[config.mk]
export PLATFORM = sky130hd
export DESIGN_NAME = script_source_lexer
export DESIGN_NICKNAME = d
export VERILOG_FILES = /design/src/design/ssl_pkg.sv /design/src/design/ssl_front.sv /design/src/design/ssl_back.sv /design/src/design/script_source_lexer.sv
export SDC_FILE = /design/constraint.sdc
export NUM_CORES = 1
export LEC_CHECK = 0
export ABC_AREA = 0
export ABC_CLOCK_PERIOD_IN_PS = 20400
export BUFFER_PORTS_ARGS = -buffer_cell sky130_fd_sc_hd__clkbuf_2
export CAP_MARGIN = 25
export CORE_ASPECT_RATIO = 0.6
export CORE_MARGIN = 5
export CORE_UTILIZATION = 55
export DETAILED_ROUTE_END_ITERATION = 8
export PLACE_DENSITY = 0.73
export SETUP_SLACK_MARGIN = 0.3
export SLEW_MARGIN = 40
export SYNTH_ARGS = -nofsm -noshare
export SYNTH_HDL_FRONTEND = slang
export SYNTH_SLANG_ARGS = --single-unit
[constraint.sdc]
create_clock -name clk -period 20.4 [get_ports clk]
set_clock_uncertainty 0.15 [all_clocks]
set_input_delay 4.08 -clock clk [delete_from_list [all_inputs] [get_ports clk]]
set_output_delay 4.08 -clock clk [all_outputs]
set_load 0.01 [all_outputs]
[src/design/ssl_pkg.sv]
`timescale 1ns / 1ps
`default_nettype none
// ---------------------------------------------------------------------------
// ssl_pkg
// Shared constants, types and keyword lookup for the source lexer.
// ---------------------------------------------------------------------------
package ssl_pkg;

  localparam int OFFSET_BITS_DEF   = 32;
  localparam int LENGTH_BITS_DEF   = 16;
  localparam int LINE_BITS_DEF     = 24;
  localparam int KEYWORD_CHARS_DEF = 6;

  localparam logic [5:0] K_LPAREN  = 6'd0;
  localparam logic [5:0] K_RPAREN  = 6'd1;
  localparam logic [5:0] K_LBRACE  = 6'd2;
  localparam logic [5:0] K_RBRACE  = 6'd3;
  localparam logic [5:0] K_COMMA   = 6'd4;
  localparam logic [5:0] K_DOT     = 6'd5;
  localparam logic [5:0] K_MINUS   = 6'd6;
  localparam logic [5:0] K_PLUS    = 6'd7;
  localparam logic [5:0] K_SEMI    = 6'd8;
  localparam logic [5:0] K_SLASH   = 6'd9;
  localparam logic [5:0] K_STAR    = 6'd10;
  localparam logic [5:0] K_BANG    = 6'd11;
  localparam logic [5:0] K_EQUAL   = 6'd13;
  localparam logic [5:0] K_GREATER = 6'd15;
  localparam logic [5:0] K_LESS    = 6'd17;
  localparam logic [5:0] K_IDENT   = 6'd19;
  localparam logic [5:0] K_STRING  = 6'd20;
  localparam logic [5:0] K_NUMBER  = 6'd21;
  localparam logic [5:0] K_BIGINT  = 6'd22;
  localparam logic [5:0] K_ERROR   = 6'd41;
  localparam logic [5:0] K_EOF     = 6'd42;

  localparam logic [1:0] ERR_NONE     = 2'd0;
  localparam logic [1:0] ERR_UNEXPECT = 2'd1;
  localparam logic [1:0] ERR_UNTERM   = 2'd2;

  localparam logic [2:0] M_IDLE    = 3'd0;
  localparam logic [2:0] M_OP2     = 3'd1;
  localparam logic [2:0] M_COMMENT = 3'd2;
  localparam logic [2:0] M_NUMBER  = 3'd3;
  localparam logic [2:0] M_NUMDOT  = 3'd4;
  localparam logic [2:0] M_IDENT   = 3'd5;
  localparam logic [2:0] M_STRING  = 3'd6;

  // classified byte handed from the front to the back
  typedef struct packed {
    logic [7:0] ch;
    logic       eoi;
    logic       digit;
    logic       alnum;
  } cls_t;

  function automatic logic [5:0] op_base(input logic [7:0] c);
    case (c)
      8'h21:   op_base = K_BANG;
      8'h3D:   op_base = K_EQUAL;
      8'h3E:   op_base = K_GREATER;
      8'h3C:   op_base = K_LESS;
      default: op_base = K_SLASH;
    endcase
  endfunction

  function automatic logic [5:0] single_kind(input logic [7:0] c);
    case (c)
      8'h28:   single_kind = K_LPAREN;
      8'h29:   single_kind = K_RPAREN;
      8'h7B:   single_kind = K_LBRACE;
      8'h7D:   single_kind = K_RBRACE;
      8'h2C:   single_kind = K_COMMA;
      8'h2E:   single_kind = K_DOT;
      8'h2D:   single_kind = K_MINUS;
      8'h2B:   single_kind = K_PLUS;
      8'h3B:   single_kind = K_SEMI;
      8'h2A:   single_kind = K_STAR;
      default: single_kind = K_ERROR;
    endcase
  endfunction

  // prefix holds up to six characters, first in the low byte, zero padded
  function automatic logic [5:0] kw_kind(input logic [47:0] p, input logic [2:0] n);
    logic [5:0] k;
    k = K_IDENT;
    case ({n, p})
      {3'd3, 48'h000000646e61}: k = 6'd23;
      {3'd5, 48'h00737361_6c63}: k = 6'd24;
      {3'd5, 48'h0074736e_6f63}: k = 6'd25;
      {3'd4, 48'h0000_65736c65}: k = 6'd26;
      {3'd5, 48'h0065736c_6166}: k = 6'd27;
      {3'd3, 48'h000000726f66}: k = 6'd28;
      {3'd3, 48'h0000006e7566}: k = 6'd29;
      {3'd2, 48'h000000006669}: k = 6'd30;
      {3'd3, 48'h00000074656c}: k = 6'd31;
      {3'd4, 48'h00006c6c756e}: k = 6'd32;
      {3'd2, 48'h00000000726f}: k = 6'd33;
      {3'd5, 48'h00746e69_7270}: k = 6'd34;
      {3'd6, 48'h6e7275746572}: k = 6'd35;
      {3'd5, 48'h00726570_7573}: k = 6'd36;
      {3'd4, 48'h000073696874}: k = 6'd37;
      {3'd4, 48'h000065757274}: k = 6'd38;
      {3'd3, 48'h000000726176}: k = 6'd39;
      {3'd5, 48'h00656c69_6877}: k = 6'd40;
      default: k = K_IDENT;
    endcase
    return k;
  endfunction

endpackage
`default_nettype wire

[src/design/ssl_front.sv]
`timescale 1ns / 1ps
`default_nettype none
// ---------------------------------------------------------------------------
// ssl_front
// Accepts source bytes, classifies them and queues them for the scanner.
// ---------------------------------------------------------------------------
module ssl_front (
  input  wire             clk,
  input  wire             rst,
  input  wire             in_valid,
  output logic            in_ready,
  input  wire       [7:0] in_byte,
  input  wire             in_eoi,
  output logic            q_valid,
  input  wire             q_ready,
  output ssl_pkg::cls_t   q_data
);
  import ssl_pkg::*;

  cls_t       slot [2];
  logic [1:0] count;
  logic       rd_ptr, wr_ptr;
  logic       push, pop;
  cls_t       cls;

  always_comb begin
    cls.ch    = in_byte;
    cls.eoi   = in_eoi || (in_byte == 8'h00);
    cls.digit = (in_byte >= 8'h30) && (in_byte <= 8'h39);
    cls.alnum = cls.digit || ((in_byte >= 8'h61) && (in_byte <= 8'h7A))
                || ((in_byte >= 8'h41) && (in_byte <= 8'h5A)) || (in_byte == 8'h5F);
  end

  assign in_ready = (count != 2'd2);
  assign q_valid  = (count != 2'd0);
  assign q_data   = slot[rd_ptr];
  assign push     = in_valid && in_ready;
  assign pop      = q_valid && q_ready;

  always_ff @(posedge clk) begin
    if (push) begin
      slot[wr_ptr] <= cls;
    end
  end

  always_ff @(posedge clk) begin
    if (rst) begin
      count  <= 2'd0;
      rd_ptr <= 1'b0;
      wr_ptr <= 1'b0;
    end else begin
      if (push) wr_ptr <= ~wr_ptr;
      if (pop) rd_ptr <= ~rd_ptr;
      count <= count + {1'b0, push} - {1'b0, pop};
    end
  end

endmodule
`default_nettype wire

[src/design/ssl_back.sv]
`timescale 1ns / 1ps
`default_nettype none
// ---------------------------------------------------------------------------
// ssl_back
// Scanner state machine; turns one classified byte into up to three tokens
// and serialises them out through a token register.
// ---------------------------------------------------------------------------
module ssl_back #(
  parameter int OFFSET_BITS   = ssl_pkg::OFFSET_BITS_DEF,
  parameter int LENGTH_BITS   = ssl_pkg::LENGTH_BITS_DEF,
  parameter int LINE_BITS     = ssl_pkg::LINE_BITS_DEF,
  parameter int KEYWORD_CHARS = ssl_pkg::KEYWORD_CHARS_DEF
) (
  input  wire                    clk,
  input  wire                    rst,
  input  wire                    q_valid,
  output logic                   q_ready,
  input  ssl_pkg::cls_t          q_data,
  output logic                   tok_valid,
  input  wire                    tok_ready,
  output logic [5:0]             tok_kind,
  output logic [1:0]             tok_err,
  output logic [OFFSET_BITS-1:0] tok_off,
  output logic [LENGTH_BITS-1:0] tok_len,
  output logic [LINE_BITS-1:0]   tok_line,
  output logic                   tok_last
);
  import ssl_pkg::*;

  localparam int PB = 8 * KEYWORD_CHARS;
  localparam logic [LENGTH_BITS-1:0] LEN_MAX = '1;
  localparam logic [LINE_BITS-1:0]   LINE_MAX = '1;

  typedef struct packed {
    logic [5:0]             kind;
    logic [1:0]             err;
    logic [OFFSET_BITS-1:0] off;
    logic [LENGTH_BITS-1:0] len;
  } tok_t;

  // scanner state
  logic [2:0]             mode;
  logic [7:0]             pend;
  logic [OFFSET_BITS-1:0] start;
  logic [LENGTH_BITS-1:0] run;
  logic [LINE_BITS-1:0]   line;
  logic [OFFSET_BITS-1:0] pos;
  logic [PB-1:0]          prefix;
  logic                   frac;

  logic [2:0]             mode_next;
  logic [7:0]             pend_next;
  logic [OFFSET_BITS-1:0] start_next;
  logic [LENGTH_BITS-1:0] run_next;
  logic [LINE_BITS-1:0]   line_next;
  logic [PB-1:0]          prefix_next;
  logic                   frac_next;

  // output holding: up to three tokens
  tok_t             hold [3];
  logic [LINE_BITS-1:0] hold_line;
  logic [1:0]       hold_n, hold_i;
  tok_t             gen [3];
  logic [1:0]       gen_n;

  logic [7:0]             c;
  logic                   eoi, consumed, take;
  logic [LENGTH_BITS-1:0] run_inc, run_inc2;
  logic [5:0]             idk;
  logic [LINE_BITS-1:0]   line_inc;

  assign c        = q_data.ch;
  assign eoi      = q_data.eoi;
  assign run_inc  = (run == LEN_MAX) ? run : run + 1'b1;
  assign run_inc2 = (run_inc == LEN_MAX) ? run_inc : run_inc + 1'b1;
  assign line_inc = (line == LINE_MAX) ? line : line + 1'b1;
  assign idk      = (run > LENGTH_BITS'(KEYWORD_CHARS)) ? K_IDENT
                    : kw_kind(48'(prefix[PB-1:0]), 3'(run));

  // accept when the holding stage is empty or drains its final token
  assign q_ready = (hold_n == 2'd0) || (tok_ready && (hold_i == hold_n - 2'd1));
  assign take    = q_valid && q_ready;

  always_comb begin
    tok_t t;
    t = '{kind: K_EOF, err: ERR_NONE, off: '0, len: '0};
    for (int i = 0; i < 3; i++) gen[i] = t;
    gen_n       = 2'd0;
    mode_next   = mode;
    pend_next   = pend;
    start_next  = start;
    run_next    = run;
    line_next   = line;
    prefix_next = prefix;
    frac_next   = frac;
    consumed    = 1'b0;

    case (mode)
      M_OP2: begin
        if (!eoi && pend == 8'h2F && c == 8'h2F) begin
          mode_next = M_COMMENT;
          pend_next = 8'h00;
          consumed  = 1'b1;
        end else if (!eoi && pend != 8'h2F && c == 8'h3D) begin
          gen[0] = '{kind: op_base(pend) + 6'd1, err: ERR_NONE, off: start,
                     len: LENGTH_BITS'(2)};
          gen_n = 2'd1;
          consumed = 1'b1;
        end else begin
          gen[0] = '{kind: op_base(pend), err: ERR_NONE, off: start,
                     len: LENGTH_BITS'(1)};
          gen_n = 2'd1;
        end
      end
      M_COMMENT: begin
        if (eoi) consumed = 1'b0;
        else begin
          consumed = 1'b1;
          if (c == 8'h0A) line_next = line_inc;
        end
      end
      M_NUMBER: begin
        if (!eoi && q_data.digit) begin
          run_next = run_inc;
          consumed = 1'b1;
        end else if (!eoi && !frac && c == 8'h2E) begin
          mode_next = M_NUMDOT;
          consumed = 1'b1;
        end else if (!eoi && !frac && c == 8'h6E) begin
          gen[0] = '{kind: K_BIGINT, err: ERR_NONE, off: start, len: run_inc};
          gen_n = 2'd1;
          consumed = 1'b1;
        end else begin
          gen[0] = '{kind: K_NUMBER, err: ERR_NONE, off: start, len: run};
          gen_n = 2'd1;
        end
      end
      M_NUMDOT: begin
        if (!eoi && q_data.digit) begin
          run_next  = run_inc2;
          frac_next = 1'b1;
          mode_next = M_NUMBER;
          consumed  = 1'b1;
        end else begin
          gen[0] = '{kind: K_NUMBER, err: ERR_NONE, off: start, len: run};
          gen[1] = '{kind: K_DOT, err: ERR_NONE, off: pos - 1'b1,
                     len: LENGTH_BITS'(1)};
          gen_n = 2'd2;
        end
      end
      M_IDENT: begin
        if (!eoi && q_data.alnum) begin
          for (int j = 0; j < KEYWORD_CHARS; j++) begin
            if (run == LENGTH_BITS'(j)) prefix_next[8*j +: 8] = c;
          end
          run_next = run_inc;
          consumed = 1'b1;
        end else begin
          gen[0] = '{kind: idk, err: ERR_NONE, off: start, len: run};
          gen_n = 2'd1;
        end
      end
      M_STRING: begin
        if (eoi) begin
          gen[0] = '{kind: K_ERROR, err: ERR_UNTERM, off: start, len: run};
          gen_n = 2'd1;
        end else begin
          consumed = 1'b1;
          run_next = run_inc;
          if (c == 8'h22) begin
            gen[0] = '{kind: K_STRING, err: ERR_NONE, off: start, len: run_inc};
            gen_n = 2'd1;
          end else if (c == 8'h0A) begin
            line_next = line_inc;
          end
        end
      end
      default: consumed = 1'b0;
    endcase

    // idle return for every case that ended or handed back the byte
    if (!consumed || (mode == M_OP2 && mode_next != M_COMMENT)
        || (mode == M_COMMENT && c == 8'h0A)
        || (mode == M_NUMBER && gen_n != 2'd0)
        || (mode == M_STRING && gen_n != 2'd0)) begin
      if (!(mode == M_OP2 && mode_next == M_COMMENT)) begin
        mode_next = M_IDLE; pend_next = 8'h00; run_next = '0;
        prefix_next = '0; frac_next = 1'b0;
        if (consumed && mode == M_STRING) run_next = '0;
      end
    end

    if (!consumed) begin
      if (eoi) begin
        gen[gen_n] = '{kind: K_EOF, err: ERR_NONE, off: pos, len: '0};
        gen_n = gen_n + 2'd1;
      end else begin
        case (c)
          8'h20, 8'h0D, 8'h09: ;
          8'h0A: line_next = line_inc;
          8'h2F, 8'h21, 8'h3D, 8'h3C, 8'h3E: begin
            mode_next = M_OP2; pend_next = c; start_next = pos;
          end
          8'h22: begin
            mode_next = M_STRING; start_next = pos; run_next = LENGTH_BITS'(1);
          end
          default: begin
            if (single_kind(c) != K_ERROR) begin
              gen[gen_n] = '{kind: single_kind(c), err: ERR_NONE, off: pos,
                             len: LENGTH_BITS'(1)};
              gen_n = gen_n + 2'd1;
            end else if (q_data.digit) begin
              mode_next = M_NUMBER; frac_next = 1'b0; start_next = pos;
              run_next = LENGTH_BITS'(1);
            end else if (q_data.alnum) begin
              mode_next = M_IDENT; start_next = pos; run_next = LENGTH_BITS'(1);
              prefix_next = PB'(c);
            end else begin
              gen[gen_n] = '{kind: K_ERROR, err: ERR_UNEXPECT, off: pos,
                             len: LENGTH_BITS'(1)};
              gen_n = gen_n + 2'd1;
            end
          end
        endcase
      end
    end
  end

  always_ff @(posedge clk) begin
    if (rst) begin
      mode <= M_IDLE; pend <= 8'h00; start <= '0; run <= '0;
      line <= LINE_BITS'(1); pos <= '0; prefix <= '0; frac <= 1'b0;
    end else if (take) begin
      mode <= mode_next; pend <= pend_next; start <= start_next;
      run <= run_next; line <= line_next; prefix <= prefix_next;
      frac <= frac_next;
      if (!eoi) pos <= pos + 1'b1;
    end
  end

  // token register: tokens of one byte all carry the line count from before it
  always_ff @(posedge clk) begin
    if (take) begin
      for (int i = 0; i < 3; i++) hold[i] <= gen[i];
      hold_line <= line;
    end
  end

  always_ff @(posedge clk) begin
    if (rst) begin
      hold_n <= 2'd0; hold_i <= 2'd0;
    end else if (take) begin
      hold_n <= gen_n; hold_i <= 2'd0;
    end else if (tok_valid && tok_ready) begin
      if (hold_i == hold_n - 2'd1) hold_n <= 2'd0;
      else hold_i <= hold_i + 2'd1;
    end
  end

  assign tok_valid = (hold_n != 2'd0);
  assign tok_kind  = hold[hold_i].kind;
  assign tok_err   = hold[hold_i].err;
  assign tok_off   = hold[hold_i].off;
  assign tok_len   = hold[hold_i].len;
  assign tok_line  = hold_line;
  assign tok_last  = (hold_i == hold_n - 2'd1);

endmodule
`default_nettype wire

[src/design/script_source_lexer.sv]
`timescale 1ns / 1ps
`default_nettype none
// ---------------------------------------------------------------------------
// script_source_lexer
// Streaming lexer: source bytes in, tokens out.
// ---------------------------------------------------------------------------
// One source byte is taken per clock while fewer than two tokens are due for
// it and the output accepts; a byte with more tokens holds the scanner while
// the token register hands them out one per cycle as the output accepts. A
// two-entry byte queue between the input classifier and the scanner lets
// input keep flowing while the output side stalls, until the queue is full.
module script_source_lexer #(
  parameter int OFFSET_BITS   = ssl_pkg::OFFSET_BITS_DEF,
  parameter int LENGTH_BITS   = ssl_pkg::LENGTH_BITS_DEF,
  parameter int LINE_BITS     = ssl_pkg::LINE_BITS_DEF,
  parameter int KEYWORD_CHARS = ssl_pkg::KEYWORD_CHARS_DEF
) (
  input  wire         clk,
  input  wire         rst,
  input  wire         s_axis_tvalid,
  output logic        s_axis_tready,
  input  wire  [7:0]  s_axis_tdata,  // src_byte
  input  wire         s_axis_tlast,  // end_of_input
  output logic        m_axis_tvalid,
  input  wire         m_axis_tready,
  output logic [OFFSET_BITS+LENGTH_BITS+LINE_BITS+7:0] m_axis_tdata,
  // token_kind[5:0], error_kind, token_offset, token_length, line_number
  output logic        m_axis_tlast   // last_of_run
);
  import ssl_pkg::*;

  logic                   q_valid, q_ready;
  cls_t                   q_data;
  logic [5:0]             kind;
  logic [1:0]             err;
  logic [OFFSET_BITS-1:0] off;
  logic [LENGTH_BITS-1:0] len;
  logic [LINE_BITS-1:0]   ln;

  ssl_front u_front (
    .clk(clk), .rst(rst),
    .in_valid(s_axis_tvalid), .in_ready(s_axis_tready),
    .in_byte(s_axis_tdata), .in_eoi(s_axis_tlast),
    .q_valid(q_valid), .q_ready(q_ready), .q_data(q_data)
  );

  ssl_back #(
    .OFFSET_BITS(OFFSET_BITS), .LENGTH_BITS(LENGTH_BITS),
    .LINE_BITS(LINE_BITS), .KEYWORD_CHARS(KEYWORD_CHARS)
  ) u_back (
    .clk(clk), .rst(rst),
    .q_valid(q_valid), .q_ready(q_ready), .q_data(q_data),
    .tok_valid(m_axis_tvalid), .tok_ready(m_axis_tready),
    .tok_kind(kind), .tok_err(err), .tok_off(off), .tok_len(len),
    .tok_line(ln), .tok_last(m_axis_tlast)
  );

  assign m_axis_tdata = {ln, len, off, err, kind};

endmodule
`default_nettype wire

After elaboration in Yosys (flattened, before gate mapping) --
Memory sizes are Yosys's and may differ from the RTL's. A register that Yosys moved wholly into a read port is not among the register bits. Index checks and enable logic that the tools add are counted.
Word-level totals: memory bits (writable) 190, word-level logic and storage cells 306, bits in registers 196, memories 2
Memories:
- u_back.hold | words 3, bits a word 56, rd ports 1, clocked after memory_dff 1, wr ports 3, RTL line ssl_back.sv:60 | tok_t hold [3];
- u_front.slot | words 2, bits a word 11, rd ports 1, clocked after memory_dff 1, wr ports 1, RTL line ssl_front.sv:20 | cls_t slot [2];
Cells by class: magnitude comparators 9, add/subtract/negate cells 11, equality and inequality tests 66, reduce and logical (&&, ||, !) cells 54, bitwise logic cells 7, multiplexer cells 143
Operators with widths (count):
- 168-bit 2-to-1 mux | 6
- 51-bit == test (second input constant) | 11
- 168-bit bitwise mux | 3
- 56-bit 2-to-1 mux | 9
- 48-bit 2-to-1 mux | 10
- 51-bit by 50-bit == test with 1-bit output (second input constant) | 7
- 56-bit one-hot mux with 5 select lines | 1
- 16-bit 2-to-1 mux | 13
- 24-bit 2-to-1 mux | 8
- 8-bit by 6-bit == test with 1-bit output (second input constant) | 20
- 56-bit demux with 2-bit select | 1
- 112-bit 2-to-1 mux | 1
- 6-bit one-hot mux with 18 select lines | 1
- 8-bit 2-to-1 mux | 13
- 32-bit 2-to-1 mux | 3
- 6-bit 2-to-1 mux | 11
- 16-bit one-hot mux with 4 select lines | 1
- 32-bit one-hot mux with 2 select lines | 1
- 6-bit one-hot mux with 10 select lines | 1
- 52-bit 2-to-1 mux | 1
- 24-bit one-hot mux with 2 select lines | 1
- 3-bit 2-to-1 mux | 11
- 16-bit by 1-bit adder with 16-bit output (second input constant) | 2
- 32-bit by 1-bit adder with 32-bit output (second input constant) | 1
- other kinds (54) | 153

Longest topological paths before layout --
Gate-level depths: netlist of run 1.
depth after elaboration 19, depth in mapped cells 21

Hierarchy --
Synthesis of run 1 repeated with hierarchy kept, for this count alone.
Unflattened totals: cells, all modules 2122, area, all modules 19263.5 sq um
Modules (own cells, without submodules):
- ssl_back | cells an instance 2051, instances 1, area an instance 18152.4 sq um
- ssl_front | cells an instance 71, instances 1, area an instance 1111.1 sq um

Worst setup path before layout of run 1 --
No wires, ideal clock.
path type input-to-reg, from in m_axis_tready, to reg u_front.count[1], arrival time 10.600 ns, buffers on the path 2, slack 9.523 ns, library setup time 0.128 ns, stages 11, cells stage by stage a31oi_1 > or2_2 > clkbuf_1 > inv_1 > buf_1 > ha_1 > inv_1 > ha_1 > xor2_1 > xnor2_1 > nor2_1
Between the ends: longest elaborated chain between the ends 4
Ends and longest elaborated chain:
- start: declaration | RTL line script_source_lexer.sv:25 | input wire m_axis_tready,
- 1-bit logical AND | RTL line ssl_back.sv:81 | assign q_ready = (hold_n == 2'd0) || (tok_ready && (hold_i == hold_n - 2'd1));
- 1-bit logical OR | RTL line ssl_back.sv:81
- 1-bit logical AND
- net u_back.take | RTL line ssl_back.sv:67 | logic eoi, consumed, take;
- 2-bit by 1-bit subtractor with 2-bit output | RTL line ssl_front.sv:54 | count <= count + {1'b0, push} - {1'b0, pop};
- end signal: assignment | RTL line ssl_front.sv:54
- end: declaration | RTL line ssl_front.sv:21 | logic [1:0] count;
The timed path passes the listed nets, and every way through them passes these cells. A chain may end at the register's enable or synchronous reset.

==> qor.yml, run 1 <==
status:
  status: "completed"
critical_path:
  cp_cell_sequence: "buf_4 > mux2i_1 > o21ai_0 > clkbuf_2"
  critPathArrivalTime_ns: 2.41
  worst_r2r_path_depth: 14
  r2r_slack_ns: 14.98
  crit_type: "reg -> out"
  r2r_end: "u_back.hold[1][40]"
  critPathMaxStageDelay_ns: 0.63
  endpoint_kind: "output port"
  worstPathMaxFanout: 40
  critPathSlowestCell: "buf_4"
  cp.required_ns: 16.17
  critPathLaunchType: "flip-flop"
final_layout:
  finalNetCount: 2179
  antenna_cells: 0
  fill_cells: 2948
  layout-drive-gt1-share_pct: 11.85
  area.growth.synth_to_final_pct: 10.47
  post-route-util_pct: 61.40
power:
  pwr_density_cell_nw_per_um2: 131.3
  finalPower_mw: 2.817
  p_leak_nw: 7.621
  vdd_drop_max_mv: 0.08772
synth:
  synth_commonest_cells: "nor2_1 (244), nand2_1 (215), o21ai_0 (187), edfxtp_1 (180), dfxtp_1 (175)"
  synth_area_um2: 19420
  yosysWarnings: 0
  yosysSeqAreaShare_pct: 45.86
  netlist.area_leader.share_pct: 27.83
  synth_fp_nets: 2150
  syn-mean-instance-area_um2: 9.158
  yosysTopAreaCell: "edfxtp_1"
  synth.distinct_cells: 104
  ys_ff_latch: 355
  synth.area.top_cells: "edfxtp_1 (28%), dfxtp_1 (18%), o21ai_0 (4.8%)"
  synth-edff-count: 180
  ys.flop_type: "edfxtp_1"
  synth.most_common_cell: "nor2_1"
  synthArstFlopShare_pct: 0
  synth_cells: 2121
floorplan:
  io_pins: 96
  coreArea_um2: 34950
  die_x_um: 252.6
  dieHeight_um: 155.6
  std_cell_rows: 53
  initial_utilization_pct: 55.58
  die_area_um2: 39300
detailed_routing:
  drtIter0Drc: 2829
  wl_per_cell_um: 22.78
  routed_wl_mm: 60.24
  via_per_inst: 6.483
  first_pass_iters: 6
  drtAntennaViolNets: 0
  vias: 17140
  post-route-drc-count: 0
global_route:
  grt_pass1_vias: 15740
  grt_pass1_wl_mm: 93.00
  grt_start_max_net_pins: 90
  grt-ovfl-total: 0
  grtUsageTotal_pct: 29.82
  grt_antenna_before_repair: 1
clocking:
  h-tree-depth: 2
  cts_num_sinks: 355
  insertion_delay_ns: 0.54
  postCtsSetupRepairBufs: 0
  cts_resized: 0
  cts_tree: "built"
  postCtsHoldBufs: 0
  cts.path.max_buffers: 3
  cts_buffers: 35
  path_clk_slew_ns: 0.07
  cts_root_buf: "clkbuf_16"
placement:
  place_hpwl_mm: 42.80
  port_buffers: 95
  place.gp.congestion: 1.015
min_path:
  whs_endpoint: "u_back.prefix[44]"
  min_path_type: "reg -> reg"
  hold_start: "u_back.prefix[44]"
  holdPathStages: 1
sta:
  period_needed_ns: 6.642
  slew_headroom_pct: 31.34
  finalCritPeriodShare_pct: 32.56
  tns_ns: 0
  drv_slew: 0
  setup_viol_count_final: 0
  hold_viol_final: 0
  rsz0062_at_grt: "false"
  worst_pin_slew_ns: 1.022
  fmax_mhz: 150.6
run:
  drv_cap: 0
==> cells in the final DEF, fill, tap and decap left out, drive strengths merged, types with 30 or more instances in the layout <==
cell | synthesis | final
mux2i | 82 | 82
nand4 | 44 | 44
or3 | 30 | 30
a21oi | 86 | 86
nand3 | 74 | 74
and2 | 66 | 66
nor3 | 53 | 53
edfxtp | 180 | 180
xnor2 | 33 | 33
clkbuf | 92 | 138
a22o | 39 | 39
nand2 | 217 | 217
xor2 | 38 | 38
dfxtp | 175 | 175
inv | 40 | 43
nor2 | 245 | 245
o21ai | 194 | 194
==> cell type report <==
class	count	area (um^2)	area share, %
tap	467	584.3	2.723
inverter	40	155.1	0.7231
timing repair buffer	122	691.9	3.225
clock inverter	20	297.8	1.388
sequential	355	8911	41.53
multi-input combinational	1596	9854	45.93
clock buffer	44	962.2	4.484
==> flip-flops by register name, summed over array words and instances, names as in the netlist, 3 cells and up, named ones only <==
| signal | count |
|---|---|
| u_back.pend | 8 |
| u_back.hold | 134 |
| u_back.line | 24 |
| u_back.start | 32 |
| u_back.pos | 32 |
| u_back.prefix | 48 |
| u_back.run | 16 |
| u_back.tok_line | 24 |
| u_front.slot | 22 |
| u_back.mode | 3 |
==> worst max-delay path, delay by kind of cell, from the launching register on <==
kind	cells	cell delay (ns)
mux	1	0.15
flops	1	0.32
buf+inv	2	0.87
compound gates	1	0.51
==> per-stage QoR <==
step / hold slack [ns] / cell area, um^2 / worst slack, ns / cells
final: 0.3078 / 21460 / 13.76 / 2644
after global routing: 0.3373 / 21460 / 13.70 / 2644
after CTS: 0.3120 / 21460 / 13.72 / 2644
after detailed placement: 0.2948 / 20200 / 13.62 / 2580
after global placement: 0.2777 / 20140 / 13.69 / 2579
after floorplan: 0.2681 / 19420 / 9.523 / 2121
==> per-layer routing <==
metal  share of wire (%)  routed length [um]  vias to the layer above  track usage, %
li1                    -                   -                     7878               -
met1                  47               28320                     8135           47.81
met2                  37               22530                     1033           37.79
met3                  14                8278                       96           10.75
met4                 1.8                1112                        0           6.482
met5                   0                   0                        -               0
==> worst max-delay path by stage <==
| stage | end | slack [ns] |
|---|---|---|
| floorplan | u_front.count[1] | 9.52 |
| global placement | u_back.pos[28] | 13.69 |
| detailed placement | u_back.pos[26] | 13.62 |
| CTS | m_axis_tdata[2] | 13.72 |
| global route | m_axis_tdata[4] | 13.70 |
| finish | m_axis_tdata[2] | 13.76 |
==> where the power goes <==
group	internal, mW	switching (mW)
clock network	0.427	0.281
registers	0.969	0.0686
logic	0.312	0.759
==> cells by family (layout without fill, tap and decap cells) <==
| family | after synthesis | after routing | share of synthesized area (%) |
|---|---|---|---|
| AOI/OAI and AO/OA | 506 | 506 | 17.17 |
| xor gates and xnor gates | 71 | 71 | 3.240 |
| adders and majority gates | 17 | 17 | 1.082 |
| buffers and inverters | 170 | 226 | 3.755 |
| DFF | 355 | 355 | 45.86 |
| muxes | 93 | 93 | 4.921 |
| and+or+nand+nor | 909 | 909 | 23.97 |
(Power assumes the default switching activity.)
==> run 2: changes to the inputs <==
- ABC_CLOCK_PERIOD_IN_PS: 20400 -> 6900
- clock period: 20.4 -> 6.9 ns (I/O delays scaled with it)
==> run 2 against run 1 <==
Compared with the run above:
- global-route usage shrank 0.55 points
- combinational power grew to 3.0 times the previous value
- hold slack worse by 0.0092 ns
- first-iteration DRC count decreased by 20%
- register-to-register slack lost 14 ns
- via count is 0.41% lower
- critical path depth is 14 higher
- clock power grew to 2.6 times the previous value
- flip-flop and latch count unchanged
- critical path type is now reg -> reg
- largest cell class unchanged
==> qor.yml, run 2 (synthesis gave the netlist of run 1 again) <==
clocking:
  h-tree-depth: 2  # unchanged
  cts_tree: "built"  # unchanged
  cts_num_sinks: 355  # unchanged
  cts_buffers: 34  # was 35
  path_clk_slew_ns: 0.07  # about the same
  postCtsSetupRepairBufs: 0  # unchanged
  insertion_delay_ns: 0.53  # was 0.54 ns
  cts_resized: 0  # unchanged
  postCtsHoldBufs: 0  # unchanged
  cts.path.max_buffers: 3  # unchanged
  cts_root_buf: "clkbuf_16"  # unchanged
sta:
  fmax_mhz: 176.5
  finalCritPeriodShare_pct: 82.09
  drv_slew: 0  # unchanged
  period_needed_ns: 5.664
  slew_headroom_pct: 42.09  # was 31.34%
  setup_viol_count_final: 0  # unchanged
  rsz0062_at_grt: "false"  # unchanged
  tns_ns: 0  # unchanged
  worst_pin_slew_ns: 0.8596  # was 1.022 ns
  hold_viol_final: 0  # unchanged
placement:
  place_hpwl_mm: 42.51  # was 42.80 mm
  place.gp.congestion: 0.9260  # was 1.015
  port_buffers: 95  # unchanged
power:
  p_leak_nw: 7.524  # was 7.621 nW
  pwr_density_cell_nw_per_um2: 379.8  # was 131.3 nW/um^2
  vdd_drop_max_mv: 0.2785  # was 0.08772 mV
  combPwrFrac_pct: 39.1  # was 38.0%
  clockPowerShare_pct: 22.6  # was 25.1%
  sequentialPowerShare_pct: 38.3  # was 36.8%
  p_int_mw: 4.804  # was 1.707 mW
  finalPower_mw: 8.076  # was 2.817 mW
  p_switching_mw: 3.272  # was 1.110 mW
  p_sw_share_pct: 40.52  # was 39.39%
floorplan:
  std_cell_rows: 53  # unchanged
  die_area_um2: 39300  # unchanged
  coreArea_um2: 34950  # unchanged
  dieHeight_um: 155.6  # unchanged
  io_pins: 96  # unchanged
  die_x_um: 252.6  # unchanged
  initial_utilization_pct: 55.58  # unchanged
global_route:
  grt_start_max_net_pins: 67  # was 90
  grt_antenna_before_repair: 0  # was 1
  grtUsageTotal_pct: 29.27  # was 29.82%
  grt-ovfl-total: 0  # unchanged
  grt_pass1_wl_mm: 91.69  # was 93.00 mm
  grt_pass1_vias: 15470  # was 15.74k
critical_path:
  critPathArrivalTime_ns: 5.97  # was 2.41 ns
  cp.required_ns: 7.20  # was 16.17 ns
  endpoint_kind: "flip-flop"  # was output port
  critPathMaxStageDelay_ns: 0.67  # was 0.63 ns
  worstPathMaxFanout: 35  # was 40
  critPathSlowestCell: "dfxtp_1"  # was buf_4
  cpMostUsedCell: "nand2_1"
  critPathLaunchType: "flip-flop"  # unchanged
  cp_cell_sequence: "buf_4 > nor3b_1 > o22ai_1 > nor4_1 > nand2_1 > nand2_1 > o2111ai_1 > inv_1 > ha_1 > nand2_1 > a2bb2oi_1 > o31a_1 > o31ai_2 > a21boi_2 > buf_4 > a21o_1 > nand2_1 > o21ai_0"  # was buf_4 > mux2i_1 > o21ai_0 > clkbuf_2
  crit_type: "reg -> reg"  # was reg -> out
final_layout:
  layout_commonest_cell: "nor2_1"  # unchanged
  antenna_cells: 0  # unchanged
  seq_area_um2: 8914  # was 8911 um^2
  reg_top3: "u_back.hold x134, u_back.prefix x48"  # unchanged
  regMostFlops: "u_back.hold"  # unchanged
  multi_input_area_um2: 9848  # was 9854 um^2
  layout-drive-gt1-share_pct: 11.49  # was 11.85%
  finalNetCount: 2179  # unchanged
  area.growth.synth_to_final_pct: 9.469  # was 10.47%
  largest_register_ffs: 134  # unchanged
  post-route-util_pct: 60.84  # was 61.40%
  fill_cells: 2979  # was 2,948
  layout_common_cells: "nor2_1 (242), nand2_1 (215), o21ai_0 (187)"  # was nor2_1 (242), nand2_1 (215), o21ai_0 (186)
min_path:
  min_path_type: "reg -> reg"  # unchanged
  hold_start: "u_back.pend[5]"  # was u_back.prefix[44]
detailed_routing:
  drtAntennaViolNets: 0  # unchanged
  vias: 17070  # was 17.14k
  via_per_inst: 6.461  # was 6.483
  first_pass_iters: 6  # unchanged
  post-route-drc-count: 0  # unchanged
  wl_per_cell_um: 22.48  # was 22.78 um
  routed_wl_mm: 59.40  # was 60.24 mm
  drtIter0Drc: 2260  # was 2,829
run:
  drv_cap: 0  # unchanged
status:
  status: "completed"  # unchanged
[run 2: worst max-delay path, delay by kind of cell (launching register included)]
kind            cells  cell delay, ns
flops               1            0.67
buf+inv             3            0.95
compound gates      8            1.98
simple gates        6            1.55
fa+ha+maj           1            0.27
[run 2: area by class of cell]
| type | count | area share, % |
|---|---|---|
| Multi-Input combinational cell | 1596 | 46.32 |
| Sequential cell | 355 | 41.92 |
| Clock buffer | 52 | 4.519 |
| Inverter | 40 | 0.7297 |
| Timing Repair Buffer | 123 | 3.272 |
| Clock inverter | 9 | 0.4943 |
| Tap cell | 467 | 2.748 |
[run 2: routing by layer]
| layer | GRT usage (%) | part of all wire (%) |
|---|---|---|
| met5 | 0.9524 | 0.089 |
| met4 | 4.907 | 1.4 |
| met3 | 6.914 | 12 |
| met2 | 38.87 | 39 |
| met1 | 48.33 | 48 |
[run 2: worst paths after layout]
kind,to,slack (ns),depth (start not counted)
hold / removal,u_back.pend[5],0.30,1
setup reg to reg,u_back.prefix[27],1.24,18
hold reg to reg,u_back.pend[5],0.30,1
setup / recovery,u_back.prefix[27],1.24,18
[run 2: power groups by stage]
stage,clock (mW),sequential [mW],combinational (mW)
3_5_place_dp,0,3.13,3.06
5_1_grt,1.94,3.14,3.37
6_report,1.82,3.10,3.16
2_1_floorplan,0,3.10,2.01
3_3_place_gp,0,3.13,3.03
4_1_cts,1.84,3.09,3.07
[run 2: metrics by stage]
stage | area [um^2] | worst slack, ns | cells | hold WS, ns
4_1_cts | 21240 | 1.542 | 2641 | 0.2977
3_5_place_dp | 20180 | 1.592 | 2580 | 0.2829
2_1_floorplan | 19430 | 1.240 | 2121 | 0.2681
5_1_grt | 21260 | 0.8889 | 2642 | 0.3179
3_3_place_gp | 20140 | 1.807 | 2579 | 0.2768
6_report | 21260 | 1.236 | 2642 | 0.2986
